[src/design/polygon_area_perimeter_top_assert.svh]
// assertion macros for the polygon area and perimeter block
// expects clk and rst_n in the including module's scope
`ifndef POLYGON_AREA_PERIMETER_TOP_ASSERT_SVH
`define POLYGON_AREA_PERIMETER_TOP_ASSERT_SVH

// consequent checked in the same cycle as the antecedent
`define PAP_ASSERT_NOW(lbl, ante, cons, msg) \
    lbl: assert property (@(posedge clk) disable iff (!rst_n) (ante) |-> (cons)) \
        else $error(msg);

// consequent checked in the cycle after the antecedent
`define PAP_ASSERT_NEXT(lbl, ante, cons, msg) \
    lbl: assert property (@(posedge clk) disable iff (!rst_n) (ante) |=> (cons)) \
        else $error(msg);

`endif

[src/design/pap_pkg.sv]
// shared types and fixed field widths for the polygon area and perimeter block
// no dependencies
`timescale 1ns / 1ps
`default_nettype none

package pap_pkg;

    // control word for the bit-serial units
    typedef struct packed {
        logic load;
        logic step;
    } ser_ctl_t;

    localparam int AREA_W  = 42;
    localparam int PERIM_W = 35;
    localparam int TOTAL_W = 11;

endpackage

`default_nettype wire

[src/design/polygon_area_perimeter_top.sv]
// polygon area and perimeter, top level: vertex sequencing and sums
// depends on pap_pkg, pap_smul, pap_isqrt and polygon_area_perimeter_top_assert.svh
//
// vertices come in on the input channel (vert_x, vert_y, last_vertex), one word each;
// the word with last_vertex set closes the polygon back to its first vertex and
// produces one output word (area_x2, perimeter, vertex_total, too_many)
// each edge runs four bit-serial multipliers, then a square root unit on the sum
// of the squared differences; the cross product is accumulated between the two
// in_ready is high only between vertices: a vertex that adds an edge holds the
// block until its edge is done; the first vertex and a vertex past MAX_VERTICES
// pass only through the start state unless they are the last
// the last vertex adds the closing edge, then the done state loads the output
// register once the register is free
// the output register holds the result until out_ready; new vertices are taken
// meanwhile, and a following result waits until the register is free
// reset clears all sums, the vertex count and the output valid
`timescale 1ns / 1ps
`default_nettype none

`include "polygon_area_perimeter_top_assert.svh"

module polygon_area_perimeter_top #(
    parameter int MAX_VERTICES     = 1024,
    parameter int COORD_BITS       = 16,
    parameter int LENGTH_FRAC_BITS = 8
) (
    input  wire logic                          clk,
    input  wire logic                          rst_n,
    input  wire logic                          in_valid,
    output logic                               in_ready,
    input  wire logic [COORD_BITS-1:0]         vert_x,
    input  wire logic [COORD_BITS-1:0]         vert_y,
    input  wire logic                          last_vertex,
    output logic                               out_valid,
    input  wire logic                          out_ready,
    output logic      [pap_pkg::AREA_W-1:0]    area_x2,
    output logic      [pap_pkg::PERIM_W-1:0]   perimeter,
    output logic      [pap_pkg::TOTAL_W-1:0]   vertex_total,
    output logic                               too_many
);

    localparam int MW     = COORD_BITS + 1;
    localparam int PW     = 2 * MW;
    localparam int RW     = PW + 2 * LENGTH_FRAC_BITS;
    localparam int QW     = RW / 2;
    localparam int SEEN_W = $clog2(MAX_VERTICES + 1);
    localparam int CS_W   = PW + SEEN_W + 1;
    localparam int LS_W   = QW + SEEN_W;
    localparam int CNT_W  = $clog2(QW);
    localparam int AW_CS  = (CS_W > pap_pkg::AREA_W) ? CS_W : pap_pkg::AREA_W;
    localparam int AW_LS  = (LS_W > pap_pkg::PERIM_W) ? LS_W : pap_pkg::PERIM_W;
    localparam int AW_SN  = (SEEN_W > pap_pkg::TOTAL_W) ? SEEN_W : pap_pkg::TOTAL_W;

    localparam logic [2:0] S_IDLE  = 3'd0;
    localparam logic [2:0] S_START = 3'd1;
    localparam logic [2:0] S_CLOSE = 3'd2;
    localparam logic [2:0] S_MUL   = 3'd3;
    localparam logic [2:0] S_ACC   = 3'd4;
    localparam logic [2:0] S_SQRT  = 3'd5;
    localparam logic [2:0] S_LEN   = 3'd6;
    localparam logic [2:0] S_DONE  = 3'd7;

    logic [2:0]            state_reg, state_next;
    logic [CNT_W-1:0]      cnt_reg, cnt_next;
    logic [COORD_BITS-1:0] cur_x_reg, cur_x_next;
    logic [COORD_BITS-1:0] cur_y_reg, cur_y_next;
    logic                  last_reg, last_next;
    logic                  closing_reg, closing_next;
    logic [COORD_BITS-1:0] first_x_reg, first_x_next;
    logic [COORD_BITS-1:0] first_y_reg, first_y_next;
    logic [COORD_BITS-1:0] prev_x_reg, prev_x_next;
    logic [COORD_BITS-1:0] prev_y_reg, prev_y_next;
    logic [CS_W-1:0]       cross_reg, cross_next;
    logic [LS_W-1:0]       length_reg, length_next;
    logic [SEEN_W-1:0]     seen_reg, seen_next;
    logic                  ovf_reg, ovf_next;
    logic                  out_valid_reg, out_valid_next;
    logic [pap_pkg::AREA_W-1:0]  area_reg, area_next;
    logic [pap_pkg::PERIM_W-1:0] perim_reg, perim_next;
    logic [pap_pkg::TOTAL_W-1:0] total_reg, total_next;
    logic                  too_many_reg, too_many_next;

    pap_pkg::ser_ctl_t mul_ctl;
    pap_pkg::ser_ctl_t sq_ctl;

    logic                  add_edge;
    logic [COORD_BITS-1:0] to_x;
    logic [COORD_BITS-1:0] to_y;
    logic [MW-1:0]         from_x_ext, from_y_ext, to_x_ext, to_y_ext;
    logic [MW-1:0]         dx, dy;
    logic [PW-1:0]         p_xy, p_yx, p_dx, p_dy;
    logic [PW-1:0]         cross_term;
    logic [PW-1:0]         d2;
    logic [RW-1:0]         rad;
    logic [QW-1:0]         root;
    logic [CS_W-1:0]       cross_abs;
    logic [AW_CS-1:0]      cross_wide;
    logic [AW_LS-1:0]      length_wide;
    logic [AW_SN-1:0]      seen_wide;
    logic                  out_free;

    assign add_edge = (seen_reg != '0) && (seen_reg < SEEN_W'(MAX_VERTICES));
    assign to_x = (state_reg == S_CLOSE) ? first_x_reg : cur_x_reg;
    assign to_y = (state_reg == S_CLOSE) ? first_y_reg : cur_y_reg;

    assign from_x_ext = {prev_x_reg[COORD_BITS-1], prev_x_reg};
    assign from_y_ext = {prev_y_reg[COORD_BITS-1], prev_y_reg};
    assign to_x_ext   = {to_x[COORD_BITS-1], to_x};
    assign to_y_ext   = {to_y[COORD_BITS-1], to_y};
    assign dx = to_x_ext - from_x_ext;
    assign dy = to_y_ext - from_y_ext;

    assign mul_ctl.load = ((state_reg == S_START) && add_edge) || (state_reg == S_CLOSE);
    assign mul_ctl.step = (state_reg == S_MUL);
    assign sq_ctl.load  = (state_reg == S_ACC);
    assign sq_ctl.step  = (state_reg == S_SQRT);

    pap_smul #(.W(MW)) u_mul_xy (
        .clk  (clk),
        .rst_n(rst_n),
        .ctl  (mul_ctl),
        .a    (from_x_ext),
        .b    (to_y_ext),
        .prod (p_xy)
    );

    pap_smul #(.W(MW)) u_mul_yx (
        .clk  (clk),
        .rst_n(rst_n),
        .ctl  (mul_ctl),
        .a    (from_y_ext),
        .b    (to_x_ext),
        .prod (p_yx)
    );

    pap_smul #(.W(MW)) u_mul_dx (
        .clk  (clk),
        .rst_n(rst_n),
        .ctl  (mul_ctl),
        .a    (dx),
        .b    (dx),
        .prod (p_dx)
    );

    pap_smul #(.W(MW)) u_mul_dy (
        .clk  (clk),
        .rst_n(rst_n),
        .ctl  (mul_ctl),
        .a    (dy),
        .b    (dy),
        .prod (p_dy)
    );

    assign cross_term = p_xy - p_yx;
    assign d2         = p_dx + p_dy;
    assign rad        = RW'(d2) << (2 * LENGTH_FRAC_BITS);

    pap_isqrt #(.RW(RW)) u_isqrt (
        .clk (clk),
        .ctl (sq_ctl),
        .rad (rad),
        .root(root)
    );

    assign cross_abs   = cross_reg[CS_W-1] ? (CS_W'(0) - cross_reg) : cross_reg;
    assign cross_wide  = AW_CS'(cross_abs);
    assign length_wide = AW_LS'(length_reg);
    assign seen_wide   = AW_SN'(seen_reg);
    assign out_free    = !out_valid_reg || out_ready;

    always_comb
    begin
        state_next     = state_reg;
        cnt_next       = cnt_reg;
        cur_x_next     = cur_x_reg;
        cur_y_next     = cur_y_reg;
        last_next      = last_reg;
        closing_next   = closing_reg;
        first_x_next   = first_x_reg;
        first_y_next   = first_y_reg;
        prev_x_next    = prev_x_reg;
        prev_y_next    = prev_y_reg;
        cross_next     = cross_reg;
        length_next    = length_reg;
        seen_next      = seen_reg;
        ovf_next       = ovf_reg;
        out_valid_next = out_valid_reg;
        area_next      = area_reg;
        perim_next     = perim_reg;
        total_next     = total_reg;
        too_many_next  = too_many_reg;

        if (out_valid_reg && out_ready)
        begin
            out_valid_next = 1'b0;
        end

        case (state_reg)
            S_IDLE:
            begin
                if (in_valid)
                begin
                    cur_x_next   = vert_x;
                    cur_y_next   = vert_y;
                    last_next    = last_vertex;
                    closing_next = 1'b0;
                    state_next   = S_START;
                end
            end
            S_START:
            begin
                if (seen_reg >= SEEN_W'(MAX_VERTICES))
                begin
                    ovf_next   = 1'b1;
                    state_next = last_reg ? S_CLOSE : S_IDLE;
                end
                else if (seen_reg == '0)
                begin
                    first_x_next = cur_x_reg;
                    first_y_next = cur_y_reg;
                    prev_x_next  = cur_x_reg;
                    prev_y_next  = cur_y_reg;
                    seen_next    = SEEN_W'(1);
                    state_next   = last_reg ? S_CLOSE : S_IDLE;
                end
                else
                begin
                    // multipliers load from the old previous vertex this cycle
                    prev_x_next = cur_x_reg;
                    prev_y_next = cur_y_reg;
                    seen_next   = seen_reg + SEEN_W'(1);
                    cnt_next    = '0;
                    state_next  = S_MUL;
                end
            end
            S_CLOSE:
            begin
                closing_next = 1'b1;
                cnt_next     = '0;
                state_next   = S_MUL;
            end
            S_MUL:
            begin
                if (cnt_reg == CNT_W'(MW - 1))
                begin
                    cnt_next   = '0;
                    state_next = S_ACC;
                end
                else
                begin
                    cnt_next = cnt_reg + CNT_W'(1);
                end
            end
            S_ACC:
            begin
                cross_next = cross_reg + {{(CS_W - PW){cross_term[PW-1]}}, cross_term};
                state_next = S_SQRT;
            end
            S_SQRT:
            begin
                if (cnt_reg == CNT_W'(QW - 1))
                begin
                    cnt_next   = '0;
                    state_next = S_LEN;
                end
                else
                begin
                    cnt_next = cnt_reg + CNT_W'(1);
                end
            end
            S_LEN:
            begin
                length_next = length_reg + LS_W'(root);
                if (closing_reg)
                begin
                    state_next = S_DONE;
                end
                else if (last_reg)
                begin
                    state_next = S_CLOSE;
                end
                else
                begin
                    state_next = S_IDLE;
                end
            end
            S_DONE:
            begin
                if (out_free)
                begin
                    out_valid_next = 1'b1;
                    area_next      = cross_wide[pap_pkg::AREA_W-1:0];
                    perim_next     = length_wide[pap_pkg::PERIM_W-1:0];
                    total_next     = seen_wide[pap_pkg::TOTAL_W-1:0];
                    too_many_next  = ovf_reg;
                    first_x_next   = '0;
                    first_y_next   = '0;
                    prev_x_next    = '0;
                    prev_y_next    = '0;
                    cross_next     = '0;
                    length_next    = '0;
                    seen_next      = '0;
                    ovf_next       = 1'b0;
                    closing_next   = 1'b0;
                    state_next     = S_IDLE;
                end
            end
            default:
            begin
                state_next = S_IDLE;
            end
        endcase
    end

    always_ff @(posedge clk or negedge rst_n)
    begin
        if (!rst_n)
        begin
            state_reg     <= S_IDLE;
            cnt_reg       <= '0;
            last_reg      <= 1'b0;
            closing_reg   <= 1'b0;
            first_x_reg   <= '0;
            first_y_reg   <= '0;
            prev_x_reg    <= '0;
            prev_y_reg    <= '0;
            cross_reg     <= '0;
            length_reg    <= '0;
            seen_reg      <= '0;
            ovf_reg       <= 1'b0;
            out_valid_reg <= 1'b0;
        end
        else
        begin
            state_reg     <= state_next;
            cnt_reg       <= cnt_next;
            last_reg      <= last_next;
            closing_reg   <= closing_next;
            first_x_reg   <= first_x_next;
            first_y_reg   <= first_y_next;
            prev_x_reg    <= prev_x_next;
            prev_y_reg    <= prev_y_next;
            cross_reg     <= cross_next;
            length_reg    <= length_next;
            seen_reg      <= seen_next;
            ovf_reg       <= ovf_next;
            out_valid_reg <= out_valid_next;
        end
    end

    always_ff @(posedge clk)
    begin
        cur_x_reg    <= cur_x_next;
        cur_y_reg    <= cur_y_next;
        area_reg     <= area_next;
        perim_reg    <= perim_next;
        total_reg    <= total_next;
        too_many_reg <= too_many_next;
    end

    assign in_ready     = (state_reg == S_IDLE);
    assign out_valid    = out_valid_reg;
    assign area_x2      = area_reg;
    assign perimeter    = perim_reg;
    assign vertex_total = total_reg;
    assign too_many     = too_many_reg;

    `PAP_ASSERT_NOW(a_seen_bound, 1'b1, seen_reg <= SEEN_W'(MAX_VERTICES), "vertex count past max")
    `PAP_ASSERT_NOW(a_close_on_last, closing_reg, last_reg, "closing edge without last vertex")
    `PAP_ASSERT_NOW(a_out_from_done, $rose(out_valid_reg), $past(state_reg) == S_DONE, "result not from done")
    `PAP_ASSERT_NEXT(a_accept_start, in_valid && in_ready, state_reg == S_START, "accept did not start")

endmodule

`default_nettype wire

[src/design/pap_smul.sv]
// bit-serial signed multiplier, one multiplier bit per step
// depends on pap_pkg
`timescale 1ns / 1ps
`default_nettype none

module pap_smul #(
    parameter int W = 17
) (
    input  wire logic              clk,
    input  wire logic              rst_n,
    input  wire pap_pkg::ser_ctl_t ctl,
    input  wire logic [W-1:0]      a,
    input  wire logic [W-1:0]      b,
    output logic      [2*W-1:0]    prod
);

    localparam int SW = $clog2(W);

    logic [W-1:0]  mcand_reg, mcand_next;
    logic [W:0]    hi_reg, hi_next;
    logic [W-1:0]  lo_reg, lo_next;
    logic [SW-1:0] step_reg, step_next;

    logic [W:0] mc_ext;
    logic [W:0] addend;
    logic [W:0] sum;

    assign mc_ext = {mcand_reg[W-1], mcand_reg};
    assign addend = lo_reg[0] ? mc_ext : '0;
    // sign bit of the multiplier carries negative weight
    assign sum = (step_reg == SW'(W - 1)) ? (hi_reg - addend) : (hi_reg + addend);

    always_comb
    begin
        mcand_next = mcand_reg;
        hi_next    = hi_reg;
        lo_next    = lo_reg;
        step_next  = step_reg;
        if (ctl.load)
        begin
            mcand_next = a;
            hi_next    = '0;
            lo_next    = b;
            step_next  = '0;
        end
        else if (ctl.step)
        begin
            hi_next   = {sum[W], sum[W:1]};
            lo_next   = {sum[0], lo_reg[W-1:1]};
            step_next = step_reg + SW'(1);
        end
    end

    always_ff @(posedge clk or negedge rst_n)
    begin
        if (!rst_n)
        begin
            step_reg <= '0;
        end
        else
        begin
            step_reg <= step_next;
        end
    end

    always_ff @(posedge clk)
    begin
        mcand_reg <= mcand_next;
        hi_reg    <= hi_next;
        lo_reg    <= lo_next;
    end

    assign prod = {hi_reg[W-1:0], lo_reg};

endmodule

`default_nettype wire

[src/design/pap_isqrt.sv]
// digit-by-digit integer square root, one root bit per step
// depends on pap_pkg
`timescale 1ns / 1ps
`default_nettype none

module pap_isqrt #(
    parameter int RW = 50
) (
    input  wire logic              clk,
    input  wire pap_pkg::ser_ctl_t ctl,
    input  wire logic [RW-1:0]     rad,
    output logic      [RW/2-1:0]   root
);

    localparam int QW = RW / 2;

    logic [RW-1:0] rad_reg, rad_next;
    logic [QW:0]   rem_reg, rem_next;
    logic [QW-1:0] q_reg, q_next;

    logic [QW+2:0] cat;
    logic [QW+2:0] trial;
    logic [QW+2:0] diff;
    logic          ge;

    assign cat   = {rem_reg, rad_reg[RW-1 -: 2]};
    assign trial = {1'b0, q_reg, 2'b01};
    assign ge    = (cat >= trial);
    assign diff  = cat - trial;

    always_comb
    begin
        rad_next = rad_reg;
        rem_next = rem_reg;
        q_next   = q_reg;
        if (ctl.load)
        begin
            rad_next = rad;
            rem_next = '0;
            q_next   = '0;
        end
        else if (ctl.step)
        begin
            rad_next = {rad_reg[RW-3:0], 2'b00};
            rem_next = ge ? diff[QW:0] : cat[QW:0];
            q_next   = {q_reg[QW-2:0], ge};
        end
    end

    always_ff @(posedge clk)
    begin
        rad_reg <= rad_next;
        rem_reg <= rem_next;
        q_reg   <= q_next;
    end

    assign root = q_reg;

endmodule

`default_nettype wire
[config.mk]
export PLATFORM = sky130hd
export DESIGN_NAME = polygon_area_perimeter_top
export DESIGN_NICKNAME = d
export VERILOG_FILES = /design/src/design/pap_pkg.sv /design/src/design/polygon_area_perimeter_top.sv /design/src/design/pap_smul.sv /design/src/design/pap_isqrt.sv
export VERILOG_INCLUDE_DIRS = /design/src /design/src/design
export SDC_FILE = /design/constraint.sdc
export NUM_CORES = 2
export LEC_CHECK = 0
export BUFFER_PORTS_ARGS = -buffer_cell sky130_fd_sc_hd__buf_4
export CAP_MARGIN = 20
export CELL_PAD_IN_SITES_DETAIL_PLACEMENT = 1
export CELL_PAD_IN_SITES_GLOBAL_PLACEMENT = 1
export CORE_MARGIN = 2
export CORE_UTILIZATION = 40
export DETAILED_ROUTE_END_ITERATION = 8
export PLACE_DENSITY_LB_ADDON = 0.1
export SYNTH_ARGS = -nofsm -noshare
export SYNTH_HDL_FRONTEND = slang
export SYNTH_SLANG_ARGS = --single-unit
[constraint.sdc]
create_clock -name clk -period 13.2 [get_ports clk]
set_clock_uncertainty 0.1 [all_clocks]
set_input_delay 1.98 -clock clk [delete_from_list [all_inputs] [get_ports clk]]
set_output_delay 1.98 -clock clk [all_outputs]
set_load 0.02 [all_outputs]
==> impl_metrics.yaml <==
routing:
  drc: 0
  dr.pass1.iters: 5
  via_per_inst: 5.54
  drt_iter0_drc: 1558
  ant_nets: 0
  dr_total_vias: 30000
  wire_per_inst_um: 20.8
  totalWireLength_um: 113000
worst_setup_path:
  critical_path.slowest_cell: "edfxtp_1"
  startpoint: "u_mul_xy.lo_reg[0]$_DFFE_PP_"
  r2r_start: "u_mul_xy.lo_reg[0]$_DFFE_PP_"
  critical_path.max_fanout: 21
  r2r_slack_ps: 6510
  cp.arrival_ps: 7070
  rr_worst_depth: 25
  endpoint_kind: "flip-flop"
  worst-setup-path-type: "reg2reg"
  required_ps: 13580
  start_kind: "flip-flop"
  crit_path_end: "cross_reg[45]$_DFFE_PN0P_"
  worstReg2RegEnd: "cross_reg[45]$_DFFE_PN0P_"
  cp_slowest_stage_delay_ps: 770
timing:
  timing_hold_violations_final: 0
  fin_hold_ws_ps: 340
  clock.fmax_mhz: 150
  finalSetupViolCount: 0
  tightest_slew_ps: 1080
  period_share: 0.507
  grt_setup_unrepaired: "false"
  slew_viol_final: 0
  finalCriticalPeriod_ps: 6690
  setup_tns_ps: 0
  relSlewSlack: 0.259
yosys:
  synthArstFlopShare: 0.315
  yosysSeqAreaShare: 0.423
  synthAdderAreaFrac: 0.100
  syn_inst: 4028
  synthMuxAreaShare: 0.0259
  synth_ff_type: "edfxtp_1"
  synth_nets: 4358
  synth_top_family_by_area: "compound AO/OA/AOI/OAI gates"
  synth_compound_gate_area_share: 0.190
  netlist_area_mm2: 0.0372
  yosys.area_share.simple: 0.154
  syn_avg_cell_area_um2: 9.25
  synth.distinct_cells: 93
  ys_seq_elements: 596
  yosys.area_share.xor_xnor: 0.0689
  synth_edf_count: 289
  yosys_warnings: 0
placement:
  port_buffers: 127
  placed_area_mm2: 0.0395
  hpwl_um: 82700
  gp_congestion: 0.821
global_route:
  antenna_found_initial: 5
  grt_pass1_vias: 30300
  gr-total-overflow: 0
  track_usage: 0.237
  grt_max_degree: 138
  grt_pass1_wl_um: 177000
clocking:
  cts.clk_slew.worst_paths_ps: 60
  clock_latency_ps: 650
  cts-hold-fix-buffers: 0
  cts_buffers: 73
  cts_tree: "yes"
  clockRootBuffer: "clkbuf_16"
  postCtsSetupRepairBufs: 0
  clockBufferDepth: 3
  clock-sinks: 596
  postCtsResizedCells: 0
  htreeDepth: 3
floorplan:
  fp.coreArea_mm2: 0.0919
  placementRows: 111
  fp.dieArea_mm2: 0.0956
  start_util: 0.405
  fp.dieW_um: 309
  io_pins: 128
  fp.dieH_um: 309
layout:
  nets: 4447
  area_delta_synth_final_pct: 12.6
  largest_reg_flops: 46
  design_area_mm2: 0.0419
  layout-drive-gt1-share: 0.0934
  layout_commonest_cell: "nand2_1"
  final_cell_mix: "nand2_1, a21oi_1, edfxtp_1"
  fin_util: 0.456
min_path:
  hp-class: "reg2reg"
  holdCritStartpoint: "prev_x_reg[5]$_DFFE_PN0P_"
outcome:
  outcome: "finished clean"
job:
  cap_violations: 0
[Yosys cell counts, types with 45 or more instances]
cell | count | area (um2)
dfxtp_1 | 119 | 2380
o21ai_0 | 252 | 1260
mux2_2 | 66 | 743
o21ai_1 | 71 | 355
a21o_1 | 105 | 788
xor2_1 | 113 | 990
edfxtp_1 | 289 | 8680
o31ai_1 | 76 | 571
nor2b_1 | 45 | 282
a21oi_1 | 310 | 1550
nor2_1 | 275 | 1030
nand2_1 | 548 | 2060
nor3_1 | 52 | 260
dfrtp_1 | 188 | 4700
xnor2_1 | 180 | 1580
nand3_1 | 153 | 766
inv_1 | 214 | 803
ha_1 | 283 | 3540
clkbuf_1 | 123 | 462
[critical path, delay by kind of cell (launching register included)]
kind                     cells  cell delay (ps)
AND/OR/NAND/NOR              1              130
XOR/XNOR                     2              270
AO/OA/AOI/OAI               18             3840
adder cells (fa/ha/maj)      3             1170
flip-flops                   1              770
buffers and inverters        1              250
[metal layers]
| layer | up-vias | wire length (um) | track usage | part of all wire |
|---|---|---|---|---|
| met4 | 4 | 2640 | 0.0587 | 0.023 |
| met1 | 14800 | 53900 | 0.333 | 0.48 |
| met3 | 139 | 4590 | 0.0338 | 0.041 |
| met5 | - | 24 | 0 | 0.00021 |
| met2 | 429 | 51600 | 0.383 | 0.46 |
| li1 | 14700 | - | - | - |
[layout make-up]
cell class	instances	area, um2
fill	10500	50000
multi-input combinational	3069	20200
clock buffer	94	1980
tap	1243	1560
antenna	1	2.50
timing repair buffer	158	1220
clock inverter	40	422
sequential	596	15800
inverter	219	835
[metrics by stage]
step                instances  setup WS, ps
floorplan                4028          7670
global placement         5283          6700
detailed placement       5283          6550
CTS                      5417          6510
global route             5420          5840
finish                   5420          6510
[worst min-delay path by stage]
| stage | endpoint | slack, ps | cells past startpoint |
|---|---|---|---|
| global route | u_mul_xy.mcand_reg[12]$_DFFE_PN_ | 350 | 0 |
| CTS | u_mul_xy.mcand_reg[5]$_DFFE_PN_ | 340 | 0 |
| floorplan | u_mul_xy.mcand_reg[10]$_DFFE_PN_ | 320 | 0 |
| detailed placement | u_mul_xy.mcand_reg[12]$_DFFE_PN_ | 330 | 0 |
| finish | u_mul_xy.mcand_reg[5]$_DFFE_PN_ | 340 | 0 |
| global placement | u_mul_xy.mcand_reg[4]$_DFFE_PN_ | 330 | 0 |
[logic make-up after synthesis]
family / after synthesis
adder cells (fa/ha/maj): 293
AO/OA/AOI/OAI: 1120
XOR/XNOR: 293
flip-flops: 596
multiplexers: 88
AND/OR/NAND/NOR: 1275
buffers and inverters: 363
Power is left out: the tool's default activity adds up to more than one toggle a clock period on the data nets, which glitch-free logic cannot reach.
